[src/b64c_pkg.sv]
// Shared types, character constants and alphabet functions for the Base64 codec.
`timescale 1ns / 1ps

package b64c_pkg;

  // Depth of the job queue between the gathering front end and the emitting back end.
  localparam int unsigned Q_DEPTH = 2;
  localparam int unsigned Q_PTR_W = (Q_DEPTH > 1) ? $clog2(Q_DEPTH) : 1;
  localparam int unsigned Q_CNT_W = $clog2(Q_DEPTH + 1);

  localparam logic [7:0] CHAR_UPPER_A = 8'h41;
  localparam logic [7:0] CHAR_UPPER_Z = 8'h5A;
  localparam logic [7:0] CHAR_LOWER_A = 8'h61;
  localparam logic [7:0] CHAR_LOWER_Z = 8'h7A;
  localparam logic [7:0] CHAR_DIGIT_0 = 8'h30;
  localparam logic [7:0] CHAR_DIGIT_9 = 8'h39;
  localparam logic [7:0] CHAR_PLUS    = 8'h2B;
  localparam logic [7:0] CHAR_SLASH   = 8'h2F;
  localparam logic [7:0] CHAR_PAD     = 8'h3D;

  localparam logic [1:0] KIND_ALPHA = 2'd0;
  localparam logic [1:0] KIND_PAD   = 2'd1;
  localparam logic [1:0] KIND_BAD   = 2'd2;

  // One finished group, ready to be turned into result items.
  typedef struct packed {
    logic        encode;  // group was gathered in encode mode
    logic [23:0] bits;    // group bits, left aligned
    logic [2:0]  n_out;   // number of results, 1 to 4
    logic [2:0]  n_chr;   // encode: results that are alphabet characters
    logic        err;     // decode: group held an invalid character
  } job_t;

  typedef struct packed {
    logic [5:0] sextet;
    logic [1:0] kind;
  } sextet_t;

  function automatic logic [7:0] sextet_to_ascii(input logic [5:0] s);
    logic [7:0] w;
    w = {2'b00, s};
    if (s < 6'd26)      return CHAR_UPPER_A + w;
    else if (s < 6'd52) return w + 8'd71;
    else if (s < 6'd62) return w - 8'd4;
    else if (s == 6'd62) return CHAR_PLUS;
    else                return CHAR_SLASH;
  endfunction

  function automatic sextet_t ascii_to_sextet(input logic [7:0] c);
    sextet_t r;
    r.kind   = KIND_ALPHA;
    r.sextet = 6'd0;
    if (c >= CHAR_UPPER_A && c <= CHAR_UPPER_Z) begin
      r.sextet = 6'(c - CHAR_UPPER_A);
    end else if (c >= CHAR_LOWER_A && c <= CHAR_LOWER_Z) begin
      r.sextet = 6'(c - 8'd71);
    end else if (c >= CHAR_DIGIT_0 && c <= CHAR_DIGIT_9) begin
      r.sextet = 6'(c + 8'd4);
    end else if (c == CHAR_PLUS) begin
      r.sextet = 6'd62;
    end else if (c == CHAR_SLASH) begin
      r.sextet = 6'd63;
    end else if (c == CHAR_PAD) begin
      r.kind = KIND_PAD;
    end else begin
      r.kind = KIND_BAD;
    end
    return r;
  endfunction

endpackage

[src/b64c_front.sv]
// Front end: mode register, group gathering and classification into jobs.
`timescale 1ns / 1ps

module b64c_front (
  input  logic          clk,
  input  logic          rst,
  input  logic          cfg_valid,
  input  logic          cfg_data,
  input  logic          accept,
  input  logic [7:0]    in_byte,
  input  logic          in_last,
  output logic          job_push,
  output b64c_pkg::job_t job
);
  import b64c_pkg::*;

  logic        encode_mode;
  logic [23:0] group_bits;
  logic [1:0]  group_count;
  logic [1:0]  pad_count;
  logic        group_error;

  logic [23:0] group_bits_next;
  logic [1:0]  group_count_next;
  logic [1:0]  pad_count_next;
  logic        group_error_next;

  logic [2:0]  have;
  logic        done;
  sextet_t     dec;
  logic [2:0]  pads_sum;
  logic [2:0]  pads_total;
  logic [1:0]  pads_sat;
  logic [1:0]  nbytes;

  assign have = {1'b0, group_count} + 3'd1;
  assign dec  = ascii_to_sextet(in_byte);

  always_comb begin
    group_bits_next  = group_bits;
    group_count_next = group_count;
    pad_count_next   = pad_count;
    group_error_next = group_error;
    job              = '0;
    job.encode       = encode_mode;
    job_push         = 1'b0;
    done             = 1'b0;
    pads_sum         = {1'b0, pad_count} + {2'b00, (dec.kind == KIND_PAD)};
    pads_total       = '0;
    pads_sat         = '0;
    nbytes           = '0;
    if (encode_mode) begin
      group_bits_next = {group_bits[15:0], in_byte};
      done            = (have == 3'd3) || in_last;
      job.n_out       = 3'd4;
      job.n_chr       = have + 3'd1;
      unique case (have)
        3'd1:    job.bits = {group_bits_next[7:0], 16'd0};
        3'd2:    job.bits = {group_bits_next[15:0], 8'd0};
        default: job.bits = group_bits_next;
      endcase
      job_push = accept && done;
    end else begin
      group_bits_next  = {group_bits[17:0], dec.sextet};
      group_error_next = group_error | (dec.kind == KIND_BAD);
      done             = (have == 3'd4) || in_last;
      pads_total       = pads_sum + (3'd4 - have);
      pads_sat         = (pads_total > 3'd3) ? 2'd3 : pads_total[1:0];
      nbytes           = 2'd3 - pads_sat;
      job.n_out        = {1'b0, nbytes};
      job.err          = group_error_next;
      unique case (have)
        3'd1:    job.bits = {group_bits_next[5:0], 18'd0};
        3'd2:    job.bits = {group_bits_next[11:0], 12'd0};
        3'd3:    job.bits = {group_bits_next[17:0], 6'd0};
        default: job.bits = group_bits_next;
      endcase
      // A group made wholly of padding yields no result and no job.
      job_push       = accept && done && (nbytes != 2'd0);
      pad_count_next = (pads_sum > 3'd3) ? 2'd3 : pads_sum[1:0];
    end
    group_count_next = have[1:0];
    if (done) begin
      group_bits_next  = '0;
      group_count_next = '0;
      pad_count_next   = '0;
      group_error_next = 1'b0;
    end
  end

  always_ff @(posedge clk) begin
    if (rst) begin
      encode_mode <= 1'b1;
      group_bits  <= '0;
      group_count <= '0;
      pad_count   <= '0;
      group_error <= 1'b0;
    end else if (cfg_valid) begin
      encode_mode <= cfg_data;
      group_bits  <= '0;
      group_count <= '0;
      pad_count   <= '0;
      group_error <= 1'b0;
    end else if (accept) begin
      group_bits  <= group_bits_next;
      group_count <= group_count_next;
      pad_count   <= pad_count_next;
      group_error <= group_error_next;
    end
  end

endmodule

[src/b64c_job_queue.sv]
// Short queue of finished groups between the front end and the back end.
`timescale 1ns / 1ps

module b64c_job_queue (
  input  logic           clk,
  input  logic           rst,
  input  logic           wr,
  input  b64c_pkg::job_t wr_job,
  output logic           full,
  input  logic           rd,
  output logic           avail,
  output b64c_pkg::job_t rd_job
);
  import b64c_pkg::*;

  job_t               slots [Q_DEPTH];
  logic [Q_PTR_W-1:0] wr_ptr;
  logic [Q_PTR_W-1:0] rd_ptr;
  logic [Q_CNT_W-1:0] count;
  logic               do_wr;
  logic               do_rd;

  assign full   = (count == Q_CNT_W'(Q_DEPTH));
  assign avail  = (count != '0);
  assign rd_job = slots[rd_ptr];
  assign do_wr  = wr && !full;
  assign do_rd  = rd && avail;

  always_ff @(posedge clk) begin
    if (do_wr) begin
      slots[wr_ptr] <= wr_job;
    end
  end

  always_ff @(posedge clk) begin
    if (rst) begin
      wr_ptr <= '0;
      rd_ptr <= '0;
      count  <= '0;
    end else begin
      if (do_wr) begin
        wr_ptr <= (wr_ptr == Q_PTR_W'(Q_DEPTH - 1)) ? '0 : wr_ptr + 1'b1;
      end
      if (do_rd) begin
        rd_ptr <= (rd_ptr == Q_PTR_W'(Q_DEPTH - 1)) ? '0 : rd_ptr + 1'b1;
      end
      if (do_wr && !do_rd) begin
        count <= count + 1'b1;
      end else if (do_rd && !do_wr) begin
        count <= count - 1'b1;
      end
    end
  end

endmodule

[src/b64c_back.sv]
// Back end: walks each job one result per cycle into the output register while it is empty or popped.
`timescale 1ns / 1ps

module b64c_back (
  input  logic           clk,
  input  logic           rst,
  input  logic           job_avail,
  input  b64c_pkg::job_t job_in,
  output logic           job_take,
  output logic           empty,
  input  logic           pop,
  output logic [7:0]     out_byte,
  output logic           out_last,
  output logic           bad_char
);
  import b64c_pkg::*;

  job_t       cur;
  logic       cur_valid;
  logic [1:0] idx;
  logic       out_valid;

  logic       adv;
  logic       fin;
  logic [7:0] res_byte;
  logic       res_last;
  logic [5:0] sextet;

  assign adv      = cur_valid && (!out_valid || pop);
  assign res_last = (({1'b0, idx} + 3'd1) == cur.n_out);
  assign fin      = adv && res_last;
  assign job_take = job_avail && (!cur_valid || fin);
  assign empty    = !out_valid;

  always_comb begin
    unique case (idx)
      2'd0:    sextet = cur.bits[23:18];
      2'd1:    sextet = cur.bits[17:12];
      2'd2:    sextet = cur.bits[11:6];
      default: sextet = cur.bits[5:0];
    endcase
    if (cur.encode) begin
      res_byte = ({1'b0, idx} < cur.n_chr) ? sextet_to_ascii(sextet) : CHAR_PAD;
    end else begin
      unique case (idx)
        2'd0:    res_byte = cur.bits[23:16];
        2'd1:    res_byte = cur.bits[15:8];
        default: res_byte = cur.bits[7:0];
      endcase
    end
  end

  always_ff @(posedge clk) begin
    if (adv) begin
      out_byte <= res_byte;
      out_last <= res_last;
      bad_char <= !cur.encode && cur.err;
    end
    if (job_take) begin
      cur <= job_in;
    end
  end

  always_ff @(posedge clk) begin
    if (rst) begin
      cur_valid <= 1'b0;
      idx       <= '0;
      out_valid <= 1'b0;
    end else begin
      if (adv) begin
        out_valid <= 1'b1;
      end else if (pop) begin
        out_valid <= 1'b0;
      end
      if (job_take) begin
        cur_valid <= 1'b1;
        idx       <= '0;
      end else if (fin) begin
        cur_valid <= 1'b0;
        idx       <= '0;
      end else if (adv) begin
        idx <= idx + 2'd1;
      end
    end
  end

endmodule

[src/base64_stream_codec.sv]
// Top level of the Base64 stream codec: front end, job queue and back end.
`timescale 1ns / 1ps

// Base64 (standard alphabet, '=' padding) codec with queue-style ports. In encode mode
// every third byte, or a byte flagged last, completes a group that yields four
// characters; in decode mode every fourth character, or one flagged last, completes a
// group that yields up to three bytes, with a missing tail treated as padding and an
// invalid character flagged on every byte of its group. Items are taken one per cycle
// while the two-entry job queue has room; the back end emits one result per cycle
// while results are popped. Encoding is therefore paced by the result port, as each
// group of three bytes yields four characters, while decoding sustains one character
// per cycle, paced by the input port, as each group of four characters yields at most
// three bytes. A mode write, taken on any cycle, clears any partly gathered group.
module base64_stream_codec (
  input  logic       clk,
  input  logic       rst,
  input  logic       cfg_valid,
  output logic       cfg_ready,
  input  logic       cfg_data,
  input  logic       push,
  output logic       full,
  input  logic [7:0] in_byte,
  input  logic       in_last,
  output logic       empty,
  input  logic       pop,
  output logic [7:0] out_byte,
  output logic       out_last,
  output logic       bad_char
);
  import b64c_pkg::*;

  logic accept;
  logic job_push;
  job_t job_wr;
  logic job_avail;
  logic job_take;
  job_t job_rd;

  assign cfg_ready = 1'b1;
  assign accept    = push && !full;

  b64c_front u_front (
    .clk       (clk),
    .rst       (rst),
    .cfg_valid (cfg_valid),
    .cfg_data  (cfg_data),
    .accept    (accept),
    .in_byte   (in_byte),
    .in_last   (in_last),
    .job_push  (job_push),
    .job       (job_wr)
  );

  b64c_job_queue u_queue (
    .clk    (clk),
    .rst    (rst),
    .wr     (job_push),
    .wr_job (job_wr),
    .full   (full),
    .rd     (job_take),
    .avail  (job_avail),
    .rd_job (job_rd)
  );

  b64c_back u_back (
    .clk       (clk),
    .rst       (rst),
    .job_avail (job_avail),
    .job_in    (job_rd),
    .job_take  (job_take),
    .empty     (empty),
    .pop       (pop),
    .out_byte  (out_byte),
    .out_last  (out_last),
    .bad_char  (bad_char)
  );

endmodule
[config.mk]
export PLATFORM = sky130hd
export DESIGN_NAME = base64_stream_codec
export DESIGN_NICKNAME = d
export VERILOG_FILES = /design/src/b64c_pkg.sv /design/src/b64c_front.sv /design/src/b64c_job_queue.sv /design/src/b64c_back.sv /design/src/base64_stream_codec.sv
export SDC_FILE = /design/constraint.sdc
export NUM_CORES = 1
export LEC_CHECK = 0
export CORE_ASPECT_RATIO = 0.7
export CORE_MARGIN = 5
export CORE_UTILIZATION = 45
export CTS_BUF_LIST = sky130_fd_sc_hd__clkbuf_4
export DETAILED_ROUTE_END_ITERATION = 7
export DONT_BUFFER_PORTS = 1
export HOLD_SLACK_MARGIN = 0.02
export SYNTH_ARGS = -nofsm -noshare
export SYNTH_HDL_FRONTEND = slang
export SYNTH_SLANG_ARGS = --single-unit
[constraint.sdc]
create_clock -name clk -period 6.3 [get_ports clk]
set_input_delay 0.945 -clock clk [delete_from_list [all_inputs] [get_ports clk]]
set_output_delay 0.945 -clock clk [all_outputs]
set_load 0.02 [all_outputs]
==> run_results.csv <==
group,metric,value,unit
logic_synthesis,synth_edf_count,103,
cts,holdBufCountCts,0,
floorplanning,dieWidth,164,um
floorplanning,fp.dieArea,19300,um^2
critical_path,cp_top_family,"simple AND/OR/NAND/NOR gates",
sta,setup_viol,0,
critical_path,crit_arrival,4.38,ns
logic_synthesis,postSynthAreaPerCell,10.7,um^2
logic_synthesis,syn_nets,746,
cts,clk_pin_slew,0.14,ns
cts,cts.sinks,135,
grt,grt_pass1_vias,5218,
hold_path,hp-class,"in -> reg",
cts,cts_resized,0,
finish,fin_cells,920,
floorplanning,io_pins,28,
sta,period_needed,4.23,ns
grt,antenna_found_initial,0,
placed_design,io_buffers,0,
critical_path,setup.worst_path.end_class,"register",
finish,layout_common_cells,"edfxtp_1 (103), nand2_1 (59), nor2_1 (53), a21oi_1 (52), mux2_2 (43)",
grt,grt-ovfl-total,0,
grt,grt_pass1_wl,29800,um
sta,final_max_slew_viol_count,0,
floorplanning,dieHeight,118,um
finish,final_common_cell,"edfxtp_1",
sta,max_freq,0.236,GHz
critical_path,path_depth,14,
logic_synthesis,seq_area_frac_synth,50.1,%
floorplanning,start_util,45.7,%
detailed_routing,wl_per_cell,20.4,um
detailed_routing,dr.pass1.iters,5,
detailed_routing,vias_per_cell,6.06,
finish,nFillCells,1531,
placed_design,hpwl,13700,um
sta,tightest_slew,1.15,ns
critical_path,crit_type,"in -> reg",
logic_synthesis,ys_seq_elements,135,
critical_path,critical_path.max_fanout,31,
grt,grt_util_all_layers,19.7,%
logic_synthesis,synthFlopType,"edfxtp_1",
placed_design,gp_congestion,0.937,
critical_path,start_kind,"input port",
cts,postCtsSetupBuffers,0,
cts,cts_made_buffers,17,
floorplanning,fp-row-count,39,
critical_path,slowest_stage,"nor3b_2",
logic_synthesis,syn_inst,699,
cts,cts-root-buf,"clkbuf_4",
detailed_routing,drtAntennaViolNets,0,
power_and_ir_drop,ir_drop,0.252,mV
finish,diodes,0,
finish,drive_above_1_share,14.1,%
outcome,status,"complete, no violations",
cts,h-tree-depth,4,
critical_path,crit_top_cell,"ha_1",
detailed_routing,wl,18700,um
critical_path,critPathMaxStageDelay,0.39,ns
logic_synthesis,synth_area_leaders,"edfxtp_1 (41%), dfxtp_1 (8.6%), mux2_2 (6.5%), ha_1 (5.4%), a21oi_1 (3.5%)",
detailed_routing,drt-initial-drc-count,703,
logic_synthesis,synthDistinctLibCells,70,
sta,hold_violations,0,
sta,rsz0062_at_grt,"no",
logic_synthesis,yosys_warnings,0,
cts,cts_tree,"done",
logic_synthesis,ys_async_sr_fraction,0,%
finish,area_delta_synth_final,6.08,%
hold_path,hold_path_depth,1,
sta,slew_headroom,23.2,%
placed_design,pre_cts_ws,1.56,ns
cts,clock_latency,0.52,ns
power_and_ir_drop,leakage,2.74,nW
sta,fin_ws,2.07,ns
sta,post-route-period-util,67.1,%
logic_synthesis,netlist_area,7450,um^2
power_and_ir_drop,power_density,368,nW/um^2
critical_path,path_buf_inv,2,
logic_synthesis,synth_area_leader_cell,"edfxtp_1",
critical_path,reg2reg_depth,11,
finish,nNetsFinal,729,
job,drv_cap,0,
sta,fin_tns_setup,0,ns
grt,grt_max_degree,56,
detailed_routing,vias,5572,
critical_path,required,6.45,ns
cts,clock_path_buffers,2,
sta,fin_skew,0.0319,ns
critical_path,path_cells,"nor3b_2, and2_1, and3_1, ha_1, inv_1, ha_1, ha_1, ha_1, xnor2_1, xnor2_1, a21oi_1, nor3_1, and2_1, buf_4",
placed_design,place_inst,888,
detailed_routing,drc,0,
logic_synthesis,yosysTopAreaCellShare,41.5,%
floorplanning,core,16300,um^2
[Yosys cell counts, drive strengths merged (6+ instances only)]
master,instances
mux2,43
nor2b,7
a31oi,9
a21oi,53
nor3b,10
a211oi,9
nand3,12
a22oi,23
nor2,53
nand2,59
a221oi,12
o21ai,36
edfxtp,103
clkbuf,28
buf,14
xor2,6
dfxtp,32
inv,41
ha,32
nor3,6
xnor2,9
nand2b,6
and3,8
mux2i,6
[state kept, by name, indices dropped and copies added (netlist names), 2 cells and up]
register,count
u_back.out_byte,8
u_queue.count,2
u_back.cur,31
u_back.idx,2
u_front.pad_count,2
u_queue.slots,62
u_front.group_count,2
u_front.group_bits,18
[area by class of cell]
cell class	count	area, um^2	share of cell area (%)
flip-flops and latches	135	3730	47.2
multi-input cells	480	3390	42.9
well taps	225	282	3.56
clock inverters	14	161	2.04
inverters	42	158	1.99
clock buffers	18	135	1.71
repair buffers	6	45.0	0.570
[worst register-to-register path, stage by stage, from the launching register on]
cell	delay, ns
dfxtp_1	0.40
inv_1	0.11
ha_1	0.55
a222oi_1	0.27
mux2i_1	0.46
ha_1	0.41
a211oi_1	0.09
a211oi_1	0.51
nand2_1	0.20
a2111oi_0	0.34
a21oi_1	0.12
o211a_1	0.16
[cells by family after synthesis]
family / share of synthesized area [%]
adders and majority gates: 5.37
AOI/OAI and AO/OA: 18.9
xor gates and xnor gates: 1.76
muxes: 7.30
and+or+nand+nor: 11.9
DFF: 50.1
buffers and inverters: 4.62
other: 0.0503
[report_power, final]
part | leakage, nW | switching (mW) | internal (mW)
logic | 1.37 | 0.629 | 0.363
registers | 1.22 | 0.131 | 1.20
clock network | 0.151 | 0.335 | 0.250
total | 2.74 | 1.10 | 1.81
[layer usage]
layer | share of wire [%] | up-vias | track usage [%]
li1 | - | 2604 | -
met5 | 0 | - | 0
met1 | 49 | 2719 | 31.0
met4 | 0.79 | 0 | 4.19
met2 | 42 | 232 | 27.3
met3 | 8.3 | 17 | 4.76
[final timing paths]
check / start / end / slack (ns)
setup / recovery: in_byte[6] / u_queue.slots[1][20]$_DFFE_PP_ / 2.07
setup reg to reg: u_back.idx[0]$_SDFFE_PP0P_ / u_back.out_byte[2]$_DFFE_PP_ / 2.46
hold reg to reg: u_back.out_valid$_SDFFE_PP0P_ / u_back.out_valid$_SDFFE_PP0P_ / 0.51
hold / removal: rst / u_queue.count[1]$_SDFFE_PP0P_ / 0.47
[stage by stage]
stage	hold WS [ns]	instance area [um^2]	power, mW	util (%)
final	0.470	7910	2.91	48.5
after global routing	0.402	7910	3.10	48.5
after CTS	0.424	7910	2.91	48.5
after detailed placement	0.471	7610	2.32	46.7
after global placement	0.453	7610	2.31	46.7
after floorplan	0.420	7460	2.06	-
(Power assumes the default switching activity.)
